File: src/rtl/gfmip_pkg.sv
// Package for the GF(2^8) multiply, inverse and power unit.
// Holds the opcodes, the pipeline item type and the field helper functions.
// Depends on nothing.
package gfmip_pkg;

    localparam int NUM_STAGES = 32;
    localparam logic [8:0] MODULUS_RESET = 9'h1C3;
    localparam logic [8:0] MODULUS_TOP = 9'h100;

    localparam logic [1:0] OP_MUL = 2'd0;
    localparam logic [1:0] OP_INV = 2'd1;
    localparam logic [1:0] OP_POW = 2'd2;

    typedef struct packed {
        logic        valid;
        logic [1:0]  op;
        logic [7:0]  acc;
        logic [7:0]  base;
        logic [15:0] exp;
        logic [8:0]  u;
        logic [8:0]  v;
        logic [7:0]  su;
        logic [7:0]  sv;
    } t_item;

    function automatic logic [7:0] gf_mul(input logic [7:0] x, input logic [7:0] y,
                                          input logic [8:0] m);
        logic [15:0] p;
        p = 16'd0;
        for (int i = 0; i < 8; i++) begin
            if (y[i]) begin
                p = p ^ ({8'd0, x} << i);
            end
        end
        for (int b = 15; b >= 8; b--) begin
            if (p[b]) begin
                p = p ^ ({7'd0, m} << (b - 8));
            end
        end
        return p[7:0];
    endfunction

    function automatic logic [3:0] poly_len(input logic [8:0] x);
        logic [3:0] n;
        n = 4'd0;
        for (int i = 0; i < 9; i++) begin
            if (x[i]) begin
                n = 4'(i + 1);
            end
        end
        return n;
    endfunction

endpackage

File: src/rtl/gfmip_stage.sv
// One pipeline stage: one field multiply and one Euclid reduction step.
// Depends on gfmip_pkg for the item type and field functions.
module gfmip_stage (
    input  logic                i_clk,
    input  logic                i_rst_n,
    input  logic [8:0]          i_modulus,
    input  logic                i_square,
    input  logic                i_mul_en,
    input  gfmip_pkg::t_item    i_item,
    output gfmip_pkg::t_item    o_item
);

    gfmip_pkg::t_item r_item;
    gfmip_pkg::t_item n_item;
    logic [8:0] w_u;
    logic [8:0] w_v;
    logic [7:0] w_su;
    logic [7:0] w_sv;
    logic [3:0] w_shift;
    logic       w_swap;

    assign w_swap = (i_item.v != 9'd0) &&
                    (gfmip_pkg::poly_len(i_item.u) < gfmip_pkg::poly_len(i_item.v));
    assign w_u  = w_swap ? i_item.v  : i_item.u;
    assign w_v  = w_swap ? i_item.u  : i_item.v;
    assign w_su = w_swap ? i_item.sv : i_item.su;
    assign w_sv = w_swap ? i_item.su : i_item.sv;
    assign w_shift = gfmip_pkg::poly_len(w_u) - gfmip_pkg::poly_len(w_v);

    always_comb begin
        n_item = i_item;
        if (i_mul_en) begin
            n_item.acc = gfmip_pkg::gf_mul(i_item.acc, i_square ? i_item.acc : i_item.base,
                                           i_modulus);
        end
        n_item.u  = w_u;
        n_item.v  = w_v;
        n_item.su = w_su;
        n_item.sv = w_sv;
        if (w_v != 9'd0) begin
            n_item.u  = w_u ^ (w_v << w_shift);
            n_item.su = w_su ^ (w_sv << w_shift);
        end
    end

    always_ff @(posedge i_clk) begin
        if (!i_rst_n) begin
            r_item <= '0;
        end else begin
            r_item <= n_item;
        end
    end

    assign o_item = r_item;

endmodule
File: config.mk
export PLATFORM = sky130hd
export DESIGN_NAME = gfmip_stage
export DESIGN_NICKNAME = d
export VERILOG_FILES = /design/src/rtl/gfmip_pkg.sv /design/src/rtl/gfmip_stage.sv
export SDC_FILE = /design/constraint.sdc
export NUM_CORES = 1
export LEC_CHECK = 0
export BUFFER_PORTS_ARGS = -buffer_cell sky130_fd_sc_hd__buf_2
export CAP_MARGIN = 0
export CORE_ASPECT_RATIO = 0.8
export CORE_MARGIN = 5
export CORE_UTILIZATION = 45
export CTS_BUF_LIST = sky130_fd_sc_hd__clkbuf_16
export CTS_CLUSTER_DIAMETER = 30
export DETAILED_ROUTE_END_ITERATION = 7
export GPL_TIMING_DRIVEN = 0
export PLACE_DENSITY = 0.8
export SYNTH_ARGS = -nofsm -noshare
export SYNTH_HDL_FRONTEND = slang
export SYNTH_SLANG_ARGS = --single-unit
File: constraint.sdc
create_clock -name i_clk -period 13.4 [get_ports i_clk]
set_clock_uncertainty 0.1 [all_clocks]
set_input_delay 2.01 -clock i_clk [delete_from_list [all_inputs] [get_ports i_clk]]
set_output_delay 2.01 -clock i_clk [all_outputs]
set_load 0.01 [all_outputs]
# After elaboration in Yosys (flattened, before gate mapping)
# Index checks and enable logic that the tools add are counted.
# word_totals
regBits	69
input_bits	82
# op_classes
n_mux	75
add_sub_neg	1
n_shift	2
order_cmp	1
bitwise_logic	17
reduce_logical	3
# op_table
operator	n
2-to-1 mux 16 bit	15
2-to-1 mux 4 bit	20
2-to-1 mux 8 bit	7
2-to-1 mux 9 bit	5
2-to-1 mux 15 bit	2
2-to-1 mux 14 bit	2
2-to-1 mux 13 bit	2
2-to-1 mux 12 bit	2
2-to-1 mux 3 bit	8
2-to-1 mux 11 bit	2
2-to-1 mux 10 bit	2
nonzero test 9 bit	2
bitwise XOR 9 bit	2
bitwise XOR 16 x 10 -> 16 bit	1
bitwise XOR 16 x 11 -> 16 bit	1
bitwise XOR 16 x 12 -> 16 bit	1
bitwise XOR 16 x 13 -> 16 bit	1
bitwise XOR 16 x 14 -> 16 bit	1
bitwise XOR 16 x 15 -> 16 bit	1
bitwise XOR 16 x 9 -> 16 bit	1
bitwise XOR 8 bit	2
bitwise XOR 15 bit	1
bitwise XOR 14 bit	1
bitwise XOR 13 bit	1
other kinds (10)	16

# Logic depth before layout (Yosys ltp)
# depth
depth_word	48
ltp_mapped	28
ltp_nobuf	25

# Least setup slack after synthesis
# Ideal clock, no wire load.
# synth_path
path_kind	input to register
startpoint	in i_item[32] in the netlist's numbering
endpoint	reg r_item (netlist bit o_item[13])
setup_slack_ps	5756
stages	25
required_time_ps	13185
n_path_buf	7
setup_ps	115
t_arrival_ps	7429
cell_sequence	clkbuf_1 > or2_2 > clkbuf_1 > nor2_1 > ha_1 > a21o_1 > a21oi_1 > nand2_1 > a41oi_2 > buf_2 > buf_2 > buf_1 > buf_2 > nor3b_1 > nor4_1 > ha_1 > fa_1 > xnor2_1 > clkbuf_1 > mux2i_1 > mux2i_1 > mux2i_1 > o21ai_0 > and3_1 > o21a_1
# synth_via
elab_chain_cells	18
elab_cells_between_ends	31
cone_classes	add/sub (1); order compare (1); shift (1); mux (25); bitwise (1); reduce/logical (2)
# synth_rtl
element	line_no	source
start, declared	gfmip_stage.sv:9	input gfmip_pkg::t_item i_item,
2-to-1 mux 4 bit (2 in series)	gfmip_pkg.sv:47	if (x[i]) begin
< comparator 4 bit	gfmip_stage.sv:23	(gfmip_pkg::poly_len(i_item.u) < gfmip_pkg::poly_len(i_item.v));
logical AND 1 bit	gfmip_stage.sv:22	assign w_swap = (i_item.v != 9'd0) &&
2-to-1 mux 9 bit (on tied branches)	gfmip_stage.sv:24, gfmip_stage.sv:25	
2-to-1 mux 1 bit	gfmip_pkg.sv:47	
2-to-1 mux 4 bit (8 in series)	gfmip_pkg.sv:47	
subtractor 4 bit	gfmip_stage.sv:28	assign w_shift = gfmip_pkg::poly_len(w_u) - gfmip_pkg::poly_len(w_v);
<< shifter 8 x 4 -> 8 bit	gfmip_stage.sv:42	n_item.su = w_su ^ (w_sv << w_shift);
bitwise XOR 8 bit	gfmip_stage.sv:42	
2-to-1 mux 8 bit (*)	gfmip_stage.sv:40	if (w_v != 9'd0) begin
end signal, assigned	gfmip_stage.sv:50	r_item <= n_item;
end, declared	gfmip_stage.sv:13	gfmip_pkg::t_item r_item;
# Every way passes the cells marked *; elsewhere a longest branch is shown, timed or not.
# A chain may end at the register's enable or synchronous reset.

# Worst setup path in the final report
# layout_path
startpoint	in i_item[32] in the netlist's numbering
endpoint	reg r_item (netlist bit o_item[15])
# Same word-level chain as after synthesis.

==> flow_metrics.py <==
metrics = {
    "synth": {
        "synth_cells": 799,
        "avgSynthCellArea_um2": 7.87,
        "ys.flop_type": "dfxtp_1",
        "synth_nets": 888,
        "ys_ff_latch": 69,
        "synth.most_common_cell": "nand2_1",
        "synthArstFlopShare_pct": 0,
        "ys_top_cells_by_area": "dfxtp_1 (22%), xnor2_1 (8.9%), mux2i_1 (6.5%), nand2_1 (6.3%), and2_1 (4.4%)",
        "synth_area_um2": 6290,
        "synth_enable_flop_cells": 0,
        "synth_cell_types": 80,
        "yosys_warnings": 0,
        "ys_seq_area_share_pct": 22.0,
        "yosysTopAreaCell": "dfxtp_1",
        "synth_commonest_cells": "nand2_1 (106), dfxtp_1 (69), xnor2_1 (64)",
        "synth_top_area_share_pct": 22.0,
    },
    "detailed_routing": {
        "dr.pass1.iters": 7,
        "drc": 0,
        "drtAntennaViolNets": 0,
        "vias": 6628,
        "drt_iter0_markers": 786,
        "viasPerCell": 5.83,
        "wl_mm": 20.0,
        "wl_per_cell_um": 17.6,
    },
    "timing": {
        "finalSetupViolCount": 0,
        "max_freq_mhz": 110,
        "tightest_slew_ns": 0.835,
        "post-route-period-util_pct": 67.7,
        "hold_viol": 0,
        "slew_viol_final": 0,
        "slew-limit-headroom_pct": 44.2,
        "period_needed_ns": 9.07,
        "fin_tns_setup_ns": 0,
        "rsz0062_at_grt": "no",
    },
    "floorplanning": {
        "ios": 151,
        "core-area_um2": 13600,
        "die_w_um": 142,
        "core.rowCount": 38,
        "die_h_um": 116,
        "die_area_um2": 16500,
        "start_util_pct": 46.1,
    },
    "critical_path": {
        "endpoint_kind": "register",
        "critPathMaxFanout": 10,
        "crit_family": "buffers and inverters",
        "criticalPathCategory": "input pin to register",
        "cp_data_required_time_ns": 13.59,
        "crit_arrival_ns": 9.26,
        "startpoint_type": "input pin",
        "path_depth": 27,
        "cpPeakStageDelay_ns": 0.66,
        "cp_num_buf_inv": 7,
        "critPathSlowestCell": "a41oi_2",
    },
    "clock_network": {
        "numClockSinks": 69,
        "postCtsSetupBuffers": 0,
        "cts_root_buf": "clkbuf_16",
        "cts_tree": "yes",
        "cts_max_path_buffers": 2,
        "cts.clk_slew.worst_paths_ns": 0.06,
        "cts_buffers": 9,
        "cts_htree_levels": 3,
        "hold_buffers": 0,
        "postCtsResizedCells": 0,
    },
    "power_and_ir_drop": {
        "comb_power_share_pct": 55.1,
        "p_sw_share_pct": 40.3,
        "switching_power_uw": 448,
        "intPower_uw": 663,
        "power_density_nw_per_um2": 147,
        "pwr-share-seq_pct": 22.2,
        "finalPower_mw": 1.11,
        "ir_worst_vdd_mv": 0.0875,
        "p_leak_nw": 3.33,
        "p_clk_share_pct": 22.7,
    },
    "layout": {
        "finalInstanceArea_um2": 7540,
        "num_antenna_cells": 0,
        "largest_register_ffs": 69,
        "final_util_pct": 55.2,
        "layout-drive-gt1-share_pct": 22.6,
        "area_growth_pct": 19.9,
        "nNetsFinal": 1041,
    },
    "global_routing": {
        "grt_pass1_wl_mm": 31.4,
        "antenna_found_initial": 0,
        "grt_overflow": 0,
        "grt_max_degree": 13,
        "track_usage_pct": 23.7,
        "grt_pass1_vias": 5842,
    },
    "min_path": {
        "hold_path_class": "input pin to register",
        "min_path_cells": 2,
    },
    "run_status": {
        "outcome": "finished clean",
    },
    "place": {
        "place_area_um2": 7220,
        "gp_congestion": 1.02,
        "dp_hpwl_mm": 15.7,
        "port_buffers": 142,
    },
    "run": {
        "maxCapViolations": 0,
    },
}
-- power by group through the flow --
stage | registers, mW | logic, mW | clock network, mW
after floorplan | 0.269 | 0.427 | 0
after global placement | 0.250 | 0.590 | 0
after detailed placement | 0.251 | 0.596 | 0
after CTS | 0.247 | 0.599 | 0.257
after global routing | 0.250 | 0.662 | 0.269
final | 0.246 | 0.612 | 0.253
-- cell usage in the layout (no fill, tap or decap), types with 7 or more instances in the layout --
cell type,count
clkbuf_1,39
nand3_1,16
inv_1,17
dfxtp_1,69
and3_1,10
a311o_1,7
nor2_1,37
o21ai_0,24
nand2b_1,7
nand2_1,106
nor2b_1,20
and2_1,44
mux2i_1,41
xor2_1,24
clkbuf_16,9
mux4_2,7
a21oi_1,41
a21o_1,8
o21a_1,11
nand3b_1,7
nor3b_1,7
o211ai_1,12
nor3_1,12
buf_2,159
xnor2_1,64
nor4_1,10
a31oi_1,8
-- stage by stage --
stage | hold slack [ns] | worst slack, ns | instances
2_1_floorplan | 2.04 | 5.76 | 799
3_3_place_gp | 2.12 | 4.28 | 1121
3_5_place_dp | 2.12 | 4.23 | 1121
4_1_cts | 1.77 | 4.58 | 1136
5_1_grt | 1.77 | 4.04 | 1136
6_report | 1.78 | 4.33 | 1136
-- path summary, 6_finish.rpt --
path        from         end  slack, ns
max   i_item[32]  o_item[15]       4.33
min   i_item[36]  o_item[36]       1.78
-- layer usage --
layer | routed length [um] | GRT usage (%)
met5 | 0 | 0
met1 | 9050 | 35.1
met3 | 2490 | 5.16
met2 | 8230 | 35.3
met4 | 254 | 5.50
-- cell type report --
class,count,area [um^2]
multi-input combinational,644,4550
timing repair buffer,142,711
clock inverter,6,88.8
buffer,66,282
fill,1267,6110
inverter,20,75.1
tap,180,225
sequential,69,1380
clock buffer,9,225
-- cells by family (layout without fill, tap and decap cells) --
| logic type | after synthesis | count (layout) | synth area share (%) |
|---|---|---|---|
| and+or+nand+nor | 315 | 315 | 26.8 |
| AOI/OAI and AO/OA | 174 | 174 | 19.8 |
| xor gates and xnor gates | 92 | 92 | 13.7 |
| buffers and inverters | 86 | 243 | 5.67 |
| DFF | 69 | 69 | 22.0 |
| muxes | 56 | 56 | 10.6 |
| adders and majority gates | 7 | 7 | 1.51 |
Power figures use the tool's default switching activity.
